## src/design/mcps_pkg.sv

```systemverilog
// Shared constants, codes and types of the multi-channel poll scheduler.
// No dependencies; every design file imports it.
`default_nettype none

package mcps_pkg;

   localparam int MAX_CHANNELS  = 256;
   localparam int MAX_PERIOD_MS = 2000;
   localparam int MIN_PERIOD_MS = 100;

   localparam int CH_W    = $clog2(MAX_CHANNELS);
   localparam int CNT_W   = $clog2(MAX_CHANNELS + 1);
   localparam int CFG_W   = 9;
   localparam int PER_W   = 11;
   localparam int VAL_W   = 16;
   localparam int TIME_W  = 32;
   localparam int CHAN_W  = 8;
   localparam int AMT_W   = 16;
   localparam int OP_W    = 2;
   localparam int STAT_W  = 2;
   localparam int REQ_DATA_W = 72;
   localparam int RSP_DATA_W = 48;

   typedef enum logic [OP_W-1:0] {
      OP_TICK       = 2'd0,
      OP_SET_PERIOD = 2'd1,
      OP_SET_COUNT  = 2'd2,
      OP_READ       = 2'd3
   } opcode_type;

   typedef enum logic [STAT_W-1:0] {
      ST_DONE       = 2'd0,
      ST_NO_CHANNEL = 2'd1,
      ST_REJECT     = 2'd2
   } status_type;

   typedef struct packed {
      logic [PER_W-1:0]        period;
      logic signed [VAL_W-1:0] value;
      logic [TIME_W-1:0]       stamp;
   } entry_type;

   localparam entry_type ENTRY_RESET = '{
      period: PER_W'(MAX_PERIOD_MS),
      value:  '0,
      stamp:  '0
   };

   // controller -> datapath
   typedef struct packed {
      logic accept;    // latch request fields
      logic check;     // decide status, start the table walk
      logic load_rsp;  // load the response register
   } dp_cmd_type;

endpackage

`default_nettype wire

```

## src/design/mcps_ctrl.sv

```systemverilog
// Sequencing FSM of the poll scheduler: input handshake, table walk wait,
// response handshake. Depends on mcps_pkg.
`default_nettype none

module mcps_ctrl (
   input  wire logic                clock,
   input  wire logic                reset,
   input  wire logic                req_tvalid,
   output logic                     req_tready,
   output logic                     rsp_tvalid,
   input  wire logic                rsp_tready,
   input  wire logic                busy,
   output mcps_pkg::dp_cmd_type     cmd
);
   import mcps_pkg::*;

   typedef enum logic [1:0] {
      S_IDLE,
      S_CHECK,
      S_SWEEP,
      S_RESPOND
   } state_type;

   state_type state_ff;
   logic      ready_ff;
   logic      rsp_valid_ff;
   logic      accept;
   logic      slot_free;

   assign accept    = req_tvalid & ready_ff;
   assign slot_free = ~rsp_valid_ff | rsp_tready;

   assign req_tready = ready_ff;
   assign rsp_tvalid = rsp_valid_ff;

   always_comb begin
      cmd.accept   = accept;
      cmd.check    = (state_ff == S_CHECK);
      cmd.load_rsp = (state_ff == S_RESPOND) & slot_free;
   end

   always_ff @(posedge clock) begin
      if (reset) begin
         state_ff     <= S_IDLE;
         ready_ff     <= 1'b1;
         rsp_valid_ff <= 1'b0;
      end else begin
         if (cmd.load_rsp) begin
            rsp_valid_ff <= 1'b1;
         end else if (rsp_tready) begin
            rsp_valid_ff <= 1'b0;
         end
         case (state_ff)
            S_IDLE: begin
               if (accept) begin
                  ready_ff <= 1'b0;
                  state_ff <= S_CHECK;
               end
            end
            S_CHECK: begin
               state_ff <= S_SWEEP;
            end
            S_SWEEP: begin
               if (!busy) begin
                  state_ff <= S_RESPOND;
               end
            end
            S_RESPOND: begin
               // a waiting result must be taken before the new one lands
               if (slot_free) begin
                  ready_ff     <= 1'b1;
                  state_ff     <= S_IDLE;
               end
            end
            default: begin
               state_ff <= S_IDLE;
            end
         endcase
      end
   end

endmodule

`default_nettype wire

```

## config.mk

```make
export PLATFORM = sky130hd
export DESIGN_NAME = mcps_ctrl
export DESIGN_NICKNAME = d
export VERILOG_FILES = /design/src/design/mcps_pkg.sv /design/src/design/mcps_ctrl.sv
export SDC_FILE = /design/constraint.sdc
export NUM_CORES = 1
export LEC_CHECK = 0
export BUFFER_PORTS_ARGS = -buffer_cell sky130_fd_sc_hd__buf_2
export CAP_MARGIN = 20
export CORE_AREA = 2 2 39 41
export DETAILED_ROUTE_END_ITERATION = 12
export DIE_AREA = 0 0 41 43
export HOLD_SLACK_MARGIN = 0.1
export PLACE_DENSITY = 0.38
export SLEW_MARGIN = 5
export SYNTH_ARGS = -nofsm -noshare
export SYNTH_HDL_FRONTEND = slang
export SYNTH_SLANG_ARGS = --single-unit
```

## constraint.sdc

```tcl
create_clock -name clock -period 1.9 [get_ports clock]
set_clock_uncertainty 0.2 [all_clocks]
set_input_delay 0 -clock clock [delete_from_list [all_inputs] [get_ports clock]]
set_output_delay 0 -clock clock [all_outputs]
set_load 0.05 [all_outputs]
```

Yosys cells after proc, flatten, opt, wreduce, memory -nomap -nowiden
Cells that the tools add are included.

storage, ports and cells
  flip-flop bits (word level) = 4
  bits in latches = 0
  memory bits (writable) = 0
  bits in read-only memories = 0
  input bits = 5
  output and inout bits = 5
  memories = 0

operators by class
  add/subtract/negate cells = 0
  $mul = 0
  div/mod/pow operators = 0
  order comparisons = 0
  equal/unequal tests = 6
  shift-type cells = 0
  muxes and demuxes = 9
  bitwise gates (word level) = 4
  reductions and logical operators = 5

operators by type and width
  operator            count
  $pmux 2 s4          1
  $mux 2              3
  $ne 2x2->1 const B  3
  $reduce_and 3->1    2
  $eq 2x2->1 const B  2
  $mux 1              4
  $reduce_bool 2->1   2
  $and 1x1->1         2
  $eq 2x1->1 const B  1
  $logic_not 2->1     1
  $pmux 1 s2          1
  $not 1->1           1
  $or 1x1->1          1

Depth between registers and ports, before layout
Gate-level depths: netlist of run 1.

  depth after elaboration = 4
  mapped depth = 5
  depth with buffers taken out = 5

Worst setup path after synthesis of run 1
OpenSTA, ideal clock, no wires.

  kind = register to register
  start point = reg ready_ff, in the netlist req_tready
  end point = reg state_ff[1]
  arrival = 1.350 ns
  data required time = 1.628 ns
  slack = 0.278 ns
  stages on the path, launching flop included = 4
  buffers on the path = 0
  period minus slack after synthesis = 1.622 ns
  cell sequence = dfxtp_1 -> nand2_1 -> a222oi_1 -> mux2i_1

on the way
  longest elaborated chain between the ends = 3

RTL lines
  what                        RTL line         source
  start: declaration          mcps_ctrl.sv:25  logic ready_ff;
  start signal: assignment    mcps_ctrl.sv:45  ready_ff <= 1'b1;
  start signal: assignment    mcps_ctrl.sv:56  ready_ff <= 1'b0;
  start signal: assignment    mcps_ctrl.sv:71  ready_ff <= 1'b1;
  $and 1x1->1                 mcps_ctrl.sv:30  assign accept = req_tvalid & ready_ff;
  $ne 2x2->1 (no line)        n/a
  $reduce_and 3->1 (no line)  n/a
  end signal: assignment      mcps_ctrl.sv:44  state_ff <= S_IDLE;
  end signal: assignment      mcps_ctrl.sv:57  state_ff <= S_CHECK;
  end signal: assignment      mcps_ctrl.sv:61  state_ff <= S_SWEEP;
  end: declaration            mcps_ctrl.sv:24  state_type state_ff;

No other way between the ends.
A chain may end at the register's enable or synchronous reset.

Worst setup path in the final report of run 1
  start point = reg state_ff[1]
  end point = reg ready_ff, in the netlist req_tready

on the way
  longest elaborated chain between the ends = 3
  elaborated cells between the ends (all ways) = 7

RTL lines
  what                                                              RTL line         source
  $eq 2x2->1 / $logic_not 2->1 (equally long branches)              mcps_ctrl.sv:53  case (state_ff)
  $ne 2x2->1 (no line) / $reduce_bool 2->1 (equally long branches)  n/a
  $reduce_and 3->1 (no line)                                        n/a

Several ways; a longest one is shown, not always the timed one.

==> metrics.txt, run 1 <==
pre-CTS setup slack around 250 ps; FMAX 550 MHz; multi-input logic area roughly 160 um2; Finished Layout Cells 61; Seq pwr share 24.0%; critical path peak fanout 4; initial antenna violation count 0; Fillers 156; antenna fix cells 0; clock sinks 4; Worst setup SP type flip-flop; Final Max Slew Viols 0; share of post-route cells with drive strength above 1 37.8%; area share of the largest cell type after synthesis between 30% and 40%; CTS tree yes; clock-pin slew on the worst setup and hold paths 40 ps; relative slew slack 71.6%; post-DP HPWL 369 um; DR vias 244; PD cells 1470 mW/mm2; maximum vdd ir drop 0.299 mV; Register Area 80.1 um2; switching fraction of total power 44.0%; Worst-Skew Late Latency between 200 and 250 ps; post-layout min period 1820 ps; Placed Instances 52; drt total wl 519 um; IO Port Bufs 9; first-pass GRT wire length ~830 um; #FFs+latches synth 4; clock buffer count from CTS 3; Pint between 300 and 400 uW; Horiz. Die Dim around 40 um; warnings from Yosys 0; nets 56; Final Cell Area 405 um2; Worst Tran Pin Value between 400 and 500 ps; outcome finished, final reports clean; Syn Inst Count 28; die area 0.00176 mm2; Fin Setup TNS 0 ps; clk buf depth 2; max-cap viol count 0; worst hold margin 322 ps; area leader, netlist dfxtp_1; Comb pwr share 58.6%; Placed Area 310 um2; Pwr Total 596 uW; Initial Util between 15 and 20%; vias in the first global route 228; P_sw ~260 uW; clk root buf clkbuf_4; Clk network pwr share 17.5%; Post-Syn Area roughly 250 um2; Reg2Reg Setup Slack between 80 and 90 ps; post-layout util roughly 30%; WS Path Type flip-flop to flip-flop; crit path capture type flip-flop; register area share after synthesis approximately a third; gr ovfl total 0; ANT nets after route 0; RePlAce Congestion roughly 0.67; Leakage 0.216 nW; GRT Total Usage roughly 7.5%; core area 0.00138 mm2; I/O pin total 10; First DRT Iteration DRCs 19; site row count 14; largest net degree at the start of global routing 6; H-tree depth 1; vias per cell 4.00; Min-Delay Path Class flip-flop to flip-flop; die height roughly 43 um; syn nets 37; Final Hold Vio Count 0; period utilization 95.7%; Avg WL per Cell 8.51 um; CP Data Required Time ~1800 ps; average instance area after synthesis 9.03 um2; drt first pass iters 4; PnR worst setup slack 81.8 ps; top cells by area, synth dfxtp_1, ha_1, inv_1; unique cell type count in the Yosys netlist 15; # DRC 0; Setup Viol. Count Final 0; Area Overhead vs Synth 60.4%; Critical Path AT 1740 ps; post-CTS setup buffers 0
-- kinds of logic (layout without fill, tap and decap cells) --
family / after synthesis / after routing / share of synthesized area, %
flip-flops: 4 / 4 / 31.7
adder cells (fa/ha/maj): 4 / 4 / 19.8
AO/OA/AOI/OAI: 6 / 6 / 20.8
buffers and inverters: 5 / 22 / 8.91
AND/OR/NAND/NOR: 8 / 8 / 14.9
multiplexers: 1 / 1 / 3.96
-- power groups by stage --
| stage | clock, mW | sequential [mW] | combinational [mW] |
|---|---|---|---|
| final | 0.104 | 0.143 | 0.349 |
| after global routing | 0.117 | 0.150 | 0.394 |
| after CTS | 0.112 | 0.140 | 0.317 |
| after detailed placement | 0 | 0.141 | 0.297 |
| after global placement | 0 | 0.143 | 0.299 |
| after floorplan | 0 | 0.174 | 0.222 |
-- worst paths after layout --
| check | start | to | cells after the start |
|---|---|---|---|
| worst max-delay path | state_ff[1]$_SDFFE_PP0P_ | req_tready$_SDFFE_PP1P_ | 6 |
| worst min-delay path | state_ff[1]$_SDFFE_PP0P_ | state_ff[1]$_SDFFE_PP0P_ | 2 |
| worst max register to register | state_ff[1]$_SDFFE_PP0P_ | req_tready$_SDFFE_PP1P_ | 6 |
| worst min register to register | state_ff[1]$_SDFFE_PP0P_ | state_ff[1]$_SDFFE_PP0P_ | 2 |
-- layer usage --
metal	up-vias	global-route usage [%]	part of all wire [%]	wire (um)
met5	-	0	0	0
met4	0	6.00	0	0
met3	0	4.71	7.1	37
met2	7	11.6	57	294
met1	109	6.43	36	187
li1	128	-	-	-
-- cell usage in the layout, fill, tap and decap left out --
master,n
ha_4,1
dlygate4sd3_1,6
o21bai_1,1
nor2b_2,1
ha_1,3
inv_1,2
nor2b_1,1
a21o_1,1
a222oi_1,1
a211o_1,1
nand2_1,4
mux2i_1,1
o211a_1,1
a21o_2,1
inv_2,2
dfxtp_1,4
nor2_1,2
buf_2,9
clkbuf_4,3
-- state kept, by name (all words and copies together) (netlist names) --
register,cells
state_ff,2
req_tready,1
rsp_tvalid,1
-- final cells by class --
type	instances	area share (%)
multi-input cells	19	40.1
inverters	4	3.70
clock buffers	3	5.56
well taps	16	4.94
repair buffers	15	25.9
flip-flops and latches	4	19.8
-- critical path, cell delays in order, from the launching register on --
cell and delay (ps):
dfxtp_1 330, inv_2 90, ha_4 150, nand2_1 50, a21o_2 200, a21o_1 140
dlygate4sd3_1 540
-- cells in the mapped netlist (all sizes together) --
| master | instances |
|---|---|
| dfxtp | 4 |
| o21bai | 1 |
| nand2 | 4 |
| mux2i | 1 |
| a222oi | 1 |
| nor2 | 2 |
| o211a | 1 |
| a21o | 2 |
| buf | 1 |
| nor2b | 2 |
| inv | 4 |
| ha | 4 |
| a211o | 1 |
-- what timing repair did --
action	4_1_cts	5_1_grt
endpoints found under the hold margin	4	0
hold buffers	6	0
gates resized for setup	0	4
setup endpoints to repair	0	1
No activity file was read; power rests on OpenSTA's default activity.
==> run 2, diff against run 1 <==
--- a/config.mk
+++ b/config.mk
@@ -12,6 +12,7 @@
 export DIE_AREA = 0 0 41 43
 export HOLD_SLACK_MARGIN = 0.1
 export PLACE_DENSITY = 0.38
+export REMOVE_ABC_BUFFERS = 1
 export SLEW_MARGIN = 5
 export SYNTH_ARGS = -nofsm -noshare
 export SYNTH_HDL_FRONTEND = slang
==> run 2 against run 1 <==
  * Combinational power is 11% lower
  * Cell count decreased by 1.6%
  * Setup slack improved by 160 ps
  * Non-clock buffer count shrank 1
  * Power down 6.8%
  * Sequential power about the same
  * Critical path type unchanged
  * Largest cell class unchanged
  * Largest power group unchanged
==> metrics.txt, run 2 (synthesized netlist as in run 1, its figures left out) <==
Final Hold Vio Count 0 (unchanged); RePlAce Congestion 0.712 (was 0.669); initial antenna violation count 0 (unchanged); Placed Instances 52 (unchanged); CP cell instances inv_1 > ha_1 > a222oi_1 > mux2i_1 (was inv_2 > ha_4 > nand2_1 > a21o_2 > a21o_1 > dlygate4sd3_1); clock-pin slew on the worst setup and hold paths 30 ps (was 40 ps); WS Path Type flip-flop to flip-flop (unchanged); Worst setup SP type flip-flop (unchanged); clock sinks 4 (unchanged); CTS tree yes (unchanged); PD cells 1450 mW/mm2 (was 1470 mW/mm2); Worst-Skew Late Latency 230 ps (about the same); period utilization 87.2% (was 95.7%); r2r worst-path depth 4 (was 6); First DRT Iteration DRCs 6 (was 19); DR vias 243 (was 244); Largest register FFs 2 (unchanged); post-DP HPWL 402 um (was 369 um); maximum vdd ir drop 0.603 mV (was 0.299 mV); Initial Util 18.3% (unchanged); die area 0.00176 mm2 (unchanged); critical path peak fanout 4 (unchanged); commonest non-fill, non-tap cell in the layout buf_2 (unchanged); Setup Viol. Count Final 0 (unchanged); CP max stage delay 470 ps (was 540 ps); Finished Layout Cells 60 (was 61); # DRC 0 (unchanged); RSZ-0062 raised after global routing false; die height 43 um (unchanged); drt total wl 499 um (was 519 um); CP bufs+invs 1 (was 2); Area Overhead vs Synth 51.5% (was 60.4%); IO Port Bufs 9 (unchanged); outcome finished, final reports clean (unchanged); FMAX 604 MHz (was 550 MHz); Worst Tran Pin Value 462 ps (was 426 ps); site row count 14 (unchanged); Min-Delay Path Class flip-flop to flip-flop (unchanged); CP Depth 4 (was 6); Critical Path AT 1610 ps (was 1740 ps); nets 55 (was 56); crit path capture type flip-flop (unchanged); ANT nets after route 0 (unchanged); clk buf depth 2 (unchanged); vias in the first global route 229 (was 228); drt first pass iters 4 (unchanged); worst hold stages 2 (unchanged); CP Data Required Time 1860 ps (was 1820 ps); first-pass GRT wire length 821 um (was 828 um); clk root buf clkbuf_4 (unchanged); Fin Setup TNS 0 ps (unchanged); clock buffer count from CTS 3 (unchanged); Leakage 0.212 nW (was 0.216 nW); Largest Register state_ff (unchanged); relative slew slack 69.2% (was 71.6%); I/O pin total 10 (unchanged); Register Area 80.1 um2 (unchanged); CP top delay family compound AO/OA/AOI/OAI gates (was buffers and inverters); core area 0.00138 mm2 (unchanged); H-tree depth 1 (unchanged); antenna fix cells 0 (unchanged); CP max-delay cell a222oi_1 (was dlygate4sd3_1); gr ovfl total 0 (unchanged); post-layout min period 1660 ps (was 1820 ps); Avg WL per Cell 8.32 um (was 8.51 um); share of post-route cells with drive strength above 1 31.8% (was 37.8%); largest net degree at the start of global routing 6 (unchanged); most frequent cells in the layout buf_2, dlygate4sd3_1 (was buf_2, dlygate4sd3_1, nand2_1, dfxtp_1); Fillers 152 (was 156); Pwr Total 555 uW (was 596 uW); Horiz. Die Dim 41 um (unchanged); vias per cell 4.05 (was 4.00); multi-input logic area 150 um2 (was 163 um2); GRT Total Usage 7.13% (was 7.53%); max-cap viol count 0 (unchanged); Final Max Slew Viols 0 (unchanged)
## run 2: final cells by class
class                   count  area share (%)
flip-flops and latches      4            20.9
inverters                   4            3.92
multi-input cells          19            39.2
clock buffers               3            5.88
well taps                  16            5.23
repair buffers             14            24.8
## run 2: what timing repair did
action                                 CTS  global route
gates resized for setup                  0             0
hold buffers                             5             0
setup buffers                            0             0
endpoints found under the hold margin    4             0
## run 2: report_power, final
| group | switching, mW | internal, mW |
|---|---|---|
| registers | 0.0274 | 0.114 |
| clock network | 0.0316 | 0.0704 |
| logic | 0.192 | 0.120 |
## run 2: worst paths after layout
kind / start / to / slack (ps)
worst max register to register: state_ff[0]$_SDFFE_PP0P_ / state_ff[1]$_SDFFE_PP0P_ / 240
worst min register to register: state_ff[1]$_SDFFE_PP0P_ / state_ff[1]$_SDFFE_PP0P_ / 310
worst min-delay path: state_ff[1]$_SDFFE_PP0P_ / state_ff[1]$_SDFFE_PP0P_ / 310
worst max-delay path: state_ff[0]$_SDFFE_PP0P_ / state_ff[1]$_SDFFE_PP0P_ / 240
## run 2: stage by stage
stage / area (um2) / hold WS (ps) / util, % / setup WS [ps]
after CTS: 383 / 306 / 27.7 / 253
after detailed placement: 310 / 1.15 / 22.4 / 260
after global placement: 310 / 4.17 / 22.4 / 317
after global routing: 383 / 344 / 27.7 / 142
after floorplan: 245 / -128 / - / 278
final: 383 / 305 / 27.7 / 243
## run 2: per-layer routing
layer  track usage, %  part of all wire [%]  wire [um]
met1             7.72                    48        240
met2             10.0                    46        230
met3             4.71                   5.8         29
met4             4.00                     0          0
met5                0                     0          0
## run 2: tightest hold or removal path, cell delays in order, from the launching register on
cell,delay [ps]
dfxtp_1,330
nand2_1,70
mux2i_1,60
